--- src/hdl/fprf_pkg.sv ---
// Package: shared constants, types and helpers for the false-position root finder.
`timescale 1ns / 1ps
package fprf_pkg;
    localparam int FRAC_BITS = 32;
    localparam int MAX_STEPS = 64;
    localparam int STEP_W = 7;
    localparam int COEF_W = 48;
    localparam int TOL_W = 33;
    localparam int CFG_IDX_W = 2;
    localparam int CFG_W = 48;

    localparam logic [63:0] SAT_MAX = 64'h7FFF_FFFF_FFFF_FFFF;
    localparam logic [63:0] SAT_MIN = 64'h8000_0000_0000_0001;
    localparam logic [47:0] ROOT_MAX = 48'h7FFF_FFFF_FFFF;
    localparam logic [47:0] ROOT_MIN = 48'h8000_0000_0000;

    localparam logic [CFG_IDX_W-1:0] REG_COEF_SQUARE = 2'd0;
    localparam logic [CFG_IDX_W-1:0] REG_COEF_LINEAR = 2'd1;
    localparam logic [CFG_IDX_W-1:0] REG_COEF_CONST = 2'd2;
    localparam logic [CFG_IDX_W-1:0] REG_TOLERANCE = 2'd3;

    localparam logic [47:0] COEF_SQUARE_RST = 48'h0001_0000_0000;
    localparam logic [47:0] COEF_LINEAR_RST = 48'hFFFB_0000_0000;
    localparam logic [47:0] COEF_CONST_RST = 48'h0006_0000_0000;
    localparam logic [32:0] TOLERANCE_RST = 33'd4295;

    typedef enum logic [1:0] {
        ST_CONVERGED = 2'd0,
        ST_NO_CHANGE = 2'd1,
        ST_STEP_LIMIT = 2'd2,
        ST_ZERO_DIV = 2'd3
    } status_t;

    typedef enum logic [1:0] {
        MUL_IDLE,
        MUL_RUN,
        MUL_DONE
    } mul_state_t;

    typedef enum logic [1:0] {
        DIV_IDLE,
        DIV_RUN,
        DIV_DONE
    } div_state_t;

    typedef enum logic [3:0] {
        S_IDLE,
        S_EVAL_A1,
        S_EVAL_A2,
        S_EVAL_DONE,
        S_CHECK,
        S_NUM1,
        S_NUM2,
        S_DIV,
        S_DIV_WAIT,
        S_TEST,
        S_OUT
    } ctrl_state_t;

    function automatic logic [63:0] sat_add64(input logic [63:0] a, input logic [63:0] b);
        logic [64:0] s;
        s = {a[63], a} + {b[63], b};
        if (s[64] != s[63]) begin
            sat_add64 = s[64] ? SAT_MIN : SAT_MAX;
        end else if (s[63:0] == 64'h8000_0000_0000_0000) begin
            sat_add64 = SAT_MIN;
        end else begin
            sat_add64 = s[63:0];
        end
    endfunction

    // arithmetic shift of a 128-bit product by FRAC_BITS, saturated to +-(2^63-1)
    function automatic logic [63:0] sat_shift(input logic [127:0] p);
        logic [127:0] sh;
        sh = $signed(p) >>> FRAC_BITS;
        if (!sh[127]) begin
            sat_shift = (sh[127:63] == '0) ? sh[63:0] : SAT_MAX;
        end else begin
            sat_shift = (sh[127:63] == '1 && sh[62:0] != '0) ? sh[63:0] : SAT_MIN;
        end
    endfunction
endpackage

--- src/hdl/fprf_div.sv ---
// Restoring divider: 128-bit magnitude by 64-bit magnitude, one quotient bit per cycle.
`timescale 1ns / 1ps
module fprf_div (
    input  logic         aclk,
    input  logic         aresetn,
    input  logic         start,
    input  logic [127:0] num,
    input  logic [63:0]  dm,
    output logic         done,
    output logic [127:0] quot
);
    import fprf_pkg::*;

    div_state_t   state_reg, state_next;
    logic [7:0]   cnt_reg, cnt_next;
    logic [127:0] q_reg, q_next;
    logic [63:0]  rem_reg, rem_next;
    logic [63:0]  dm_reg, dm_next;
    logic [64:0]  trial;
    logic         take;

    assign trial = {rem_reg, q_reg[127]};
    assign take = (trial >= {1'b0, dm_reg});

    always_comb begin
        state_next = state_reg;
        case (state_reg)
            DIV_IDLE: if (start) state_next = DIV_RUN;
            DIV_RUN:  if (cnt_reg == 8'd127) state_next = DIV_DONE;
            DIV_DONE: state_next = DIV_IDLE;
            default:  state_next = DIV_IDLE;
        endcase
    end

    always_comb begin
        cnt_next = cnt_reg;
        q_next = q_reg;
        rem_next = rem_reg;
        dm_next = dm_reg;
        case (state_reg)
            DIV_IDLE: begin
                if (start) begin
                    q_next = num;
                    rem_next = '0;
                    dm_next = dm;
                    cnt_next = '0;
                end
            end
            DIV_RUN: begin
                rem_next = take ? 64'(trial - {1'b0, dm_reg}) : trial[63:0];
                q_next = {q_reg[126:0], take};
                cnt_next = cnt_reg + 8'd1;
            end
            default: ;
        endcase
    end

    always_ff @(posedge aclk) begin
        if (!aresetn) begin
            state_reg <= DIV_IDLE;
        end else begin
            state_reg <= state_next;
        end
        cnt_reg <= cnt_next;
        q_reg <= q_next;
        rem_reg <= rem_next;
        dm_reg <= dm_next;
    end

    assign done = (state_reg == DIV_DONE);
    assign quot = q_reg;
endmodule

--- config.mk ---
export PLATFORM = sky130hd
export DESIGN_NAME = fprf_div
export DESIGN_NICKNAME = d
export VERILOG_FILES = /design/src/hdl/fprf_pkg.sv /design/src/hdl/fprf_div.sv
export SDC_FILE = /design/constraint.sdc
export NUM_CORES = 1
export LEC_CHECK = 0
export BUFFER_PORTS_ARGS = -buffer_cell sky130_fd_sc_hd__buf_2
export CAP_MARGIN = 20
export CORE_MARGIN = 3
export CORE_UTILIZATION = 40
export DETAILED_ROUTE_END_ITERATION = 16
export GPL_TIMING_DRIVEN = 0
export PLACE_DENSITY = 0.6
export RECOVER_POWER = 25
export SLEW_MARGIN = 10
export SYNTH_ARGS = -nofsm -noshare
export SYNTH_HDL_FRONTEND = slang
export SYNTH_SLANG_ARGS = --single-unit
--- constraint.sdc ---
create_clock -name aclk -period 10.9 [get_ports aclk]
set_clock_uncertainty 0.1 [all_clocks]
set_input_delay 0.545 -clock aclk [delete_from_list [all_inputs] [get_ports aclk]]
set_output_delay 0.545 -clock aclk [all_outputs]
set_load 0.02 [all_outputs]
# After elaboration in Yosys (flattened, before gate mapping)
# Cells that the tools add are included.
# W data, S select, Z words.
# totals
regBits	266
out_inout_bits	129
elab_cells	28
# classes
n_addsub	2
order_cmp	1
eq_ne	5
mux	10
n_reduce_logical	5
# op_table
cell	n
$pmux W128 S2	1
$mux W128	1
$mux W64	2
$pmux W64 S2	1
$ge A65 B64 Y1	1
$sub A64 B64 Y64	1
$pmux W8 S2	1
$add A8 B1 Y8 const B	1
$eq A8 B7 Y1 const B	1
$mux W8	1
$reduce_and A2 Y1	3
$mux W2	2
$ne A2 B2 Y1 const B	2
$pmux W2 S2	1
$eq A2 B1 Y1 const B	1
$eq A2 B2 Y1 const B	1
$logic_not A2 Y1	1
$reduce_bool A2 Y1	1

# Logic depth before layout (Yosys ltp)
# Gate-level depths: netlist of the first run.
# logic_depth
depth_word	3
mapped_depth	15

# Worst setup path before layout of the first run
# No wires, ideal clock.
# synth_path
path_type	register to register
from	reg state_reg[1]
to	reg cnt_reg[0], enable pin
arrival_ns	4.565
required_ns	9.213
setup_slack_ns	4.648
path_stages_with_launch	6
period_less_slack_ns	6.252
path_cell_list	dfxtp_1 nand2b_1 clkbuf_1 clkbuf_1 clkbuf_1 nand2_1
# synth_via
elab_chain_cells	3
elab_cells_between_ends	5
classes_between	eq/ne: 2; reduce/logical: 3
# synth_lines
element	line	source
from (decl)	fprf_div.sv:14	div_state_t state_reg, state_next;
from (signal assigned)	fprf_div.sv:62	state_reg <= state_next;
$eq A2 B1 Y1 / $logic_not A2 Y1 (equally long branches)	fprf_div.sv:40	case (state_reg)
$reduce_bool A2 Y1 (no line) / $ne A2 B2 Y1 (equally long branches)	-	
$reduce_and A2 Y1 (no line) (*)	-	
to (signal assigned)	fprf_div.sv:64	cnt_reg <= cnt_next;
to (decl)	fprf_div.sv:15	logic [7:0] cnt_reg, cnt_next;
# Every way passes the cells marked *; elsewhere a longest branch is shown, timed or not.
# A chain may end at the register's enable or synchronous reset.

# Worst setup path after layout of the first run
# layout_path
from	reg q_reg[127] (netlist: quot[127])
to	reg rem_reg[60] (data pin)
# layout_via
elab_chain_cells	3
elab_cells_between_ends	4
classes_between	add/sub: 1; order compare: 1; mux: 2
# layout_lines
element	line	source
from (decl)	fprf_div.sv:16	logic [127:0] q_reg, q_next;
from (signal assigned)	fprf_div.sv:65	q_reg <= q_next;
$sub A64 B64 Y64 / $ge A65 B64 Y1 (equally long branches)	fprf_div.sv:50, fprf_div.sv:23	
$mux W64 (*)	fprf_div.sv:50	rem_next = take ? 64'(trial - {1'b0, dm_reg}) : trial[63:0];
$pmux W64 S2 (*)	fprf_div.sv:40	
to (signal assigned)	fprf_div.sv:66	rem_reg <= rem_next;
to (decl)	fprf_div.sv:17	logic [63:0] rem_reg, rem_next;
# Marked as above.

==> results of run 1 <==
==> per-stage QoR <==
step	area, sq um	hold WS [ns]	power [uW]	utilization, %	instances
6_report	18400	0.0349	3420	51.0	2438
5_1_grt	18400	0.00652	3610	51.0	2437
4_1_cts	18500	0.00187	3450	51.2	2436
3_5_place_dp	17200	0.415	2320	47.5	2357
3_3_place_gp	17000	0.413	2330	47.2	2353
2_1_floorplan	14900	0.447	2030	-	1569
==> power groups by stage <==
stage	Combinational (uW)	Clock [uW]	Sequential, uW
after floorplan	587	0	1440
after detailed placement	960	0	1360
final	965	1100	1350
after global routing	1070	1180	1360
after CTS	970	1130	1350
after global placement	944	0	1390
==> repair_timing <==
| action | in CTS | in global routing |
|---|---|---|
| setup endpoints to repair | 0 | 0 |
| hold buffers | 23 | 0 |
| endpoints found under the hold margin | 23 | 0 |
==> path summary, 6_finish.rpt <==
path / from / to / slack (ns) / depth (start not counted)
hold / removal: dm[58] / dm_reg[58]$_DFFE_PP_ / 0.03 / 1
hold reg to reg: quot[17]$_DFFE_PP_ / quot[18]$_DFFE_PP_ / 0.42 / 2
setup reg to reg: quot[127]$_DFFE_PP_ / rem_reg[60]$_SDFFCE_PN0P_ / 6.93 / 13
setup / recovery: quot[127]$_DFFE_PP_ / rem_reg[60]$_SDFFCE_PN0P_ / 6.93 / 13
==> layer usage <==
layer / GRT usage [%] / vias up / wire length [um]
li1: - / 6241 / -
met2: 36.0 / 407 / 20600
met3: 5.72 / 88 / 3340
met1: 29.0 / 5872 / 19200
met4: 5.73 / 10 / 1200
met5: 0 / - / 61
==> cell usage after synthesis (3+ instances only) <==
master    instances
nor3_1           21
o31ai_1           3
o21ai_0          49
and2_1            8
nand2_1         534
o21a_1           11
o21ai_1           5
nand4_1          21
edfxtp_1        264
a211oi_1         14
ha_1             65
xnor2_1          31
a21oi_1         116
a31oi_1           7
xor2_1           26
buf_2            12
nand3_1          29
a211o_1           5
nor2_1           69
o22ai_1           3
and3_1           11
a21o_1           31
nor4_1            7
nor3b_1           3
inv_1            75
nand2b_1          5
clkbuf_1         59
nor2b_1           7
or3_1             5
o21bai_1         12
==> placed cells by master (no fill, tap or decap), types with 7 or more instances in the layout <==
cell type	synthesis	routed
nand2_1	534	533
buf_2	12	298
edfxtp_1	264	264
a21oi_1	116	116
clkbuf_1	59	100
inv_1	75	74
nor2_1	69	69
ha_1	65	65
o21ai_0	49	49
a21o_1	31	31
xnor2_1	31	31
clkbuf_16	0	30
nand3_1	29	29
xor2_1	26	26
dlygate4sd3_1	0	23
nand4_1	21	21
nor3_1	21	21
a211oi_1	14	14
o21bai_1	12	12
and3_1	11	11
o21a_1	11	11
and2_1	8	8
clkinv_2	0	8
nor2b_1	7	7
nor4_1	7	7
a31oi_1	7	7
bufinv_16	0	7
==> final cells by class <==
| type | instances | area, sq um | area share, % |
|---|---|---|---|
| clock inverters | 23 | 314 | 1.71 |
| plain buffers | 76 | 323 | 1.75 |
| diodes | 2 | 5.00 | 0.0272 |
| repair buffers | 350 | 1890 | 10.3 |
| multi-input cells | 1152 | 6290 | 34.2 |
| inverters | 75 | 283 | 1.54 |
| flip-flops and latches | 266 | 7970 | 43.3 |
| well taps | 461 | 577 | 3.13 |
| clock buffers | 33 | 762 | 4.14 |
==> worst register-to-register path, delay by kind of cell, from the launching register on <==
| family | cells | cell delay, ns |
|---|---|---|
| AO/OA/AOI/OAI | 8 | 2.12 |
| XOR/XNOR | 1 | 0.16 |
| adder cells (fa/ha/maj) | 2 | 0.62 |
| buffers and inverters | 1 | 0.06 |
| flip-flops | 1 | 0.38 |
| AND/OR/NAND/NOR | 1 | 0.26 |
==> cell families (layout without fill, tap and decap cells) <==
logic type / Yosys count / count (layout) / synth area share, %
AOI/OAI and AO/OA: 291 / 291 / 12.4
xor gates and xnor gates: 57 / 57 / 3.36
other: 0 / 2 / 0
DFF: 266 / 266 / 53.6
muxes: 2 / 2 / 0.135
and+or+nand+nor: 736 / 736 / 20.8
buffers and inverters: 151 / 557 / 4.07
adders and majority gates: 66 / 66 / 5.61
==> impl_results.md, run 1 <==
- Setup crit start kind: flip-flop
- # port buffers: 323
- Arr. time, crit path: between 4 and 5 ns
- GRT overflow: 0
- P per Cell Area: around 190 nW/um^2
- Fmax: 0.252 GHz
- Max reg flops: 128
- Buf/Inv on CP: 1
- Starting Density: 41.2%
- Die area: ~39,000 sq um
- Clk pwr share: roughly a third
- Lkg Pwr: 0.00822 uW
- Crit-path slowest cell: o311ai_0
- CP Capture Type: flip-flop
- Comb pwr share: 28.2%
- Register area share after synthesis: a little over half
- Ys Warns: 0
- Cell Rows: just under 70
- Root Driver: clkbuf_16
- TNS Setup: 0 ns
- Worst slew margin: -22.1%
- CP Data Required Time: ~11 ns
- Synth async-reset ratio: 0%
- CP top delay family: compound AO/OA/AOI/OAI gates
- Place WS: 7.00 ns
- Netlist Area Pre-Place: 14,900 sq um
- Worst Hold Class: input pin to flip-flop
- Max stage delay on crit path: just under 0.5 ns
- Final setup margin: 6.93 ns
- First-pass GRT wire length: 68.7 mm
- Internal power: 2290 uW
- Antenna violations before repair: 7
- Largest net degree at the start of global routing: 63
- Residual DRC count: 0
- Switching Share: 33.0%
- Share of cells above drive strength 1: 18.8%
- Number of setup buffers added after CTS: 0
- Pins Over Slew Limit: 33
- Net Count, Synth: 1,830
- RSZ-0062 raised after global routing: no
- CTS resizes: 0
- Reg clk slew, reported paths: 0.06 ns
- Drt first-iter violations: roughly 860
- Actual slew at the worst max-slew pin: 1.83 ns
- Vias: 12,600
- CTS tree: done
- Status: finished with violations
- WL final: 44.4 mm
- Main synth FF type: edfxtp_1
- Fillers: 3,480
- DP HPWL: 33.6 mm
- Hold Vio Cnt, Final: 0
- WL/cell: 18.2 um
- Area grow syn2layout: 23.9%
- H-tree depth: 1
- Total GRT Usage: 21.9%
- Tcrit/Tclk final: 36.4%
- FF+latch count, synth: 266
- Mean Syn Cell Area: approximately 9.5 sq um
- Net load switching power: 1130 uW
- Critical path class: flip-flop to flip-flop
- Synth area leaders: edfxtp_1, nand2_1, ha_1
- Worst path cell trace: inv_1, ha_1, fa_1, and2b_1, o2111ai_1, a21oi_1, o21ai_1, a31oi_1, a211oi_2, o311ai_0, o22ai_1, xor2_1, a21oi_1
- Most used cell, CP: a21oi_1
- Number of synthesized flops with an enable pin: 264
- I/O pins: 324
- Die height: 199 um
- Area of the core: 36,100 sq um
- Cells after Synth: approximately 1,600
- NumNets Final: 2,212
- Post-route minimum period: just under 4 ns
- Clk sinks: 266
- Dominant cell type by area after synthesis: edfxtp_1
- Die Wd: slightly below 200 um
- Final setup viols: 0
- Crit Path Max Fanout: 5
- Seq pwr share: 39.4%
- Clk_lat worst skew: 0.60 ns
- First drt pass iteration count: 5
- Synth top area share: 53.4%
- CTS Buf Count: 30
- Maximum vdd drop: between 0.1 and 0.15 mV
- Final ANT Viol Nets: 0
- Violated checks: max-capacitance violations, max-slew violations
- Vias in the first global route: between 10,000 and 15,000
- Final GP Congestion: 0.909
- Vias per cell: a little over 5
- Max cap viols: 2
- Clk buf depth: 3
- Post-synth cell types: 75
(Power assumes the default switching activity.)
==> run 2: changes to the inputs <==
==> constraint.sdc (replaced) <==
create_clock -name aclk -period 3.8 [get_ports aclk]
set_clock_uncertainty 0.1 [all_clocks]
set_input_delay 0.19 -clock aclk [delete_from_list [all_inputs] [get_ports aclk]]
set_output_delay 0.19 -clock aclk [all_outputs]
set_load 0.02 [all_outputs]
==> impl_results.md, run 2 (synthesis gave the netlist of run 1 again) <==
- Status: finished clean
- # port buffers: 323
- Post-route minimum period: 3.63 ns
- Crit Path Max Fanout: 3
- Arr. time, crit path: around 4.0 ns
- Worst reg2reg path depth: 13
- Clk sinks: approximately 270
- Commonest non-fill, non-tap cell in the layout: nand2_1
- Tcrit/Tclk final: between 90% and 100%
- Critical path class: flip-flop to flip-flop
- Worst slew margin: 45.0%
- Net load switching power: 3310 uW
- CTS Buf Count: 31
- Worst Hold Class: input pin to flip-flop
- GRT overflow: 0
- CTS tree: done
- Clk pwr share: 30.0%
- R2r setup slk: 0.17 ns
- DP HPWL: 33.5 mm
- Area grow syn2layout: 35.0%
- Worst path cell trace: inv_1, ha_1, fa_1, and2b_1, o2111ai_2, a21oi_2, o41ai_4, o31ai_2, a21oi_1, nor4b_2, a2111oi_1, or4_1, nand3_1
- Die Wd: ~200 um
- P per Cell Area: 486 nW/um^2
- Most Used Layer, Global Route: met2
- I/O pins: 324
- WL final: 47.5 mm
- Fillers: 3,226
- Starting Density: between 40% and 50%
- Final hold slack: 0.103 ns
- Die height: approximately 200 um
- H-tree depth: 1
- Final ANT Viol Nets: 0
- Setup crit start kind: flip-flop
- CP Capture Type: flip-flop
- Reg area: 7970 sq um
- Drt first-iter violations: 977
- Cell Rows: a little under 70
- Comb pwr share: around 30%
- Most frequent cells in the layout: nand2_1, edfxtp_1, buf_2
- Share of cells above drive strength 1: 14.8%
- Vias per cell: 5.22
- M1 GR Usage: between 20 and 30%
- Die area: 39,500 sq um
- RSZ-0062 raised after global routing: no
- Met2 usage: 39.6%
- Max reg flops: 128
- Hold Vio Cnt, Final: 0
- Residual DRC count: 0
- Area of the core: 36,100 sq um
- Final setup viols: 0
- Pins Over Slew Limit: 0
- Final Core Density: 55.6%
- Clk buf depth: 3
- Max cap viols: 0
- Vias: 13,600
- Seq pwr share: about two fifths
- Reg clk slew, reported paths: approximately 0.060 ns
- Maximum vdd drop: approximately 0.37 mV
- Max stage delay on crit path: 0.45 ns
- Total GRT Usage: a little under a quarter
- FF-to-FF End: rem_reg[48]$_SDFFCE_PN0P_
- NumNets Final: 2,383
- Internal power: 6440 uW
- Met3 usage: 4.83%
- CP Data Required Time: 4.15 ns
- Final GP Congestion: between 0.9 and 1
- Clk_lat worst skew: 0.59 ns
- First drt pass iteration count: 7
- Switching Share: 33.9%
- Reg2reg start: quot[127]$_DFFE_PP_
- Root Driver: clkbuf_16
- CP top delay family: compound AO/OA/AOI/OAI gates
- Vias in the first global route: 13,800
- Crit-path slowest cell: or4_1
- First-pass GRT wire length: ~74 mm
- Actual slew at the worst max-slew pin: around 0.83 ns
- Fmax: 0.276 GHz
- Buf/Inv on CP: 1
- WL/cell: 18.2 um
- Antenna violations before repair: 2
- Largest net degree at the start of global routing: 80
- Lkg Pwr: between 0.008 and 0.009 uW
- Hold path depth: 4
- Multi-input logic area: 6410 sq um
- Hold wc startpoint: start
- Hold Path Sink: state_reg[0]$_SDFFE_PN0P_
## run 2: worst min-delay path, stage by stage
cell and delay [ns]:
buf_2 0.12, nand2_1 0.19, o21ai_0 0.13, and2_1 0.13
## run 2: cell type report
class	instances	area share [%]
Antenna cell	2	0.0250
Clock buffer	35	3.94
Buffer	76	1.64
Tap cell	461	2.88
Timing Repair Buffer	520	17.5
Multi-Input combinational cell	1152	32.0
Clock inverter	21	0.917
Inverter	75	1.42
Sequential cell	266	39.7
## run 2: what timing repair did
| action | 4_1_cts | 5_1_grt |
|---|---|---|
| hold buffers | 193 | 0 |
| endpoints found under the setup margin | 91 | 25 |
| gates resized for setup | 5 | 22 |
| hold endpoints to repair | 194 | 0 |
| pin swaps | 1 | 2 |
| buffers inserted | 1 | 0 |
## run 2: per-layer routing
layer / share of wire, % / up-vias / routed length [um]
li1: - / 6568 / -
met1: 41 / 6396 / 19600
met2: 48 / 535 / 22800
met3: 7.0 / 106 / 3320
met4: 3.7 / 2 / 1750
met5: 0.027 / - / 13
## run 2: power groups by stage
stage,logic (uW),clock network (uW),registers (uW)
after floorplan,1690,0,4100
after global placement,2700,0,3930
after detailed placement,2740,0,3910
after CTS,2920,2990,3860
after global routing,3250,3110,3910
final,2960,2930,3870
## run 2: how the worst max path moves through the flow
stage | from | to | slack (ns) | depth (start not counted)
CTS | quot[127]$_DFFE_PP_ | rem_reg[60]$_SDFFCE_PN0P_ | 0.04 | 13
finish | quot[127]$_DFFE_PP_ | rem_reg[48]$_SDFFCE_PN0P_ | 0.17 | 13
floorplan | quot[127]$_DFFE_PP_ | rem_reg[48]$_SDFFCE_PN0P_ | 0.55 | 13
global route | rem_reg[31]$_SDFFCE_PN0P_ | rem_reg[54]$_SDFFCE_PN0P_ | 0.00005 | 12
detailed placement | quot[127]$_DFFE_PP_ | rem_reg[62]$_SDFFCE_PN0P_ | -0.11 | 13
global placement | state_reg[1]$_SDFFE_PN0P_ | quot[48]$_DFFE_PP_ | -1.01 | 5
## run 2: per-stage QoR
step / std cells / setup TNS [ns] / total power, uW / setup WS, ns / instance area, sq um
detailed placement: 2356 / -7.61 / 6650 / -0.110 / 17100
global placement: 2353 / -200.97 / 6630 / -1.01 / 17100
CTS: 2606 / 0 / 9770 / 0.0420 / 20100
finish: 2608 / 0 / 9750 / 0.171 / 20100
floorplan: 1569 / 0 / 5780 / 0.548 / 14900
global route: 2607 / 0 / 10300 / 0.0000480 / 20000
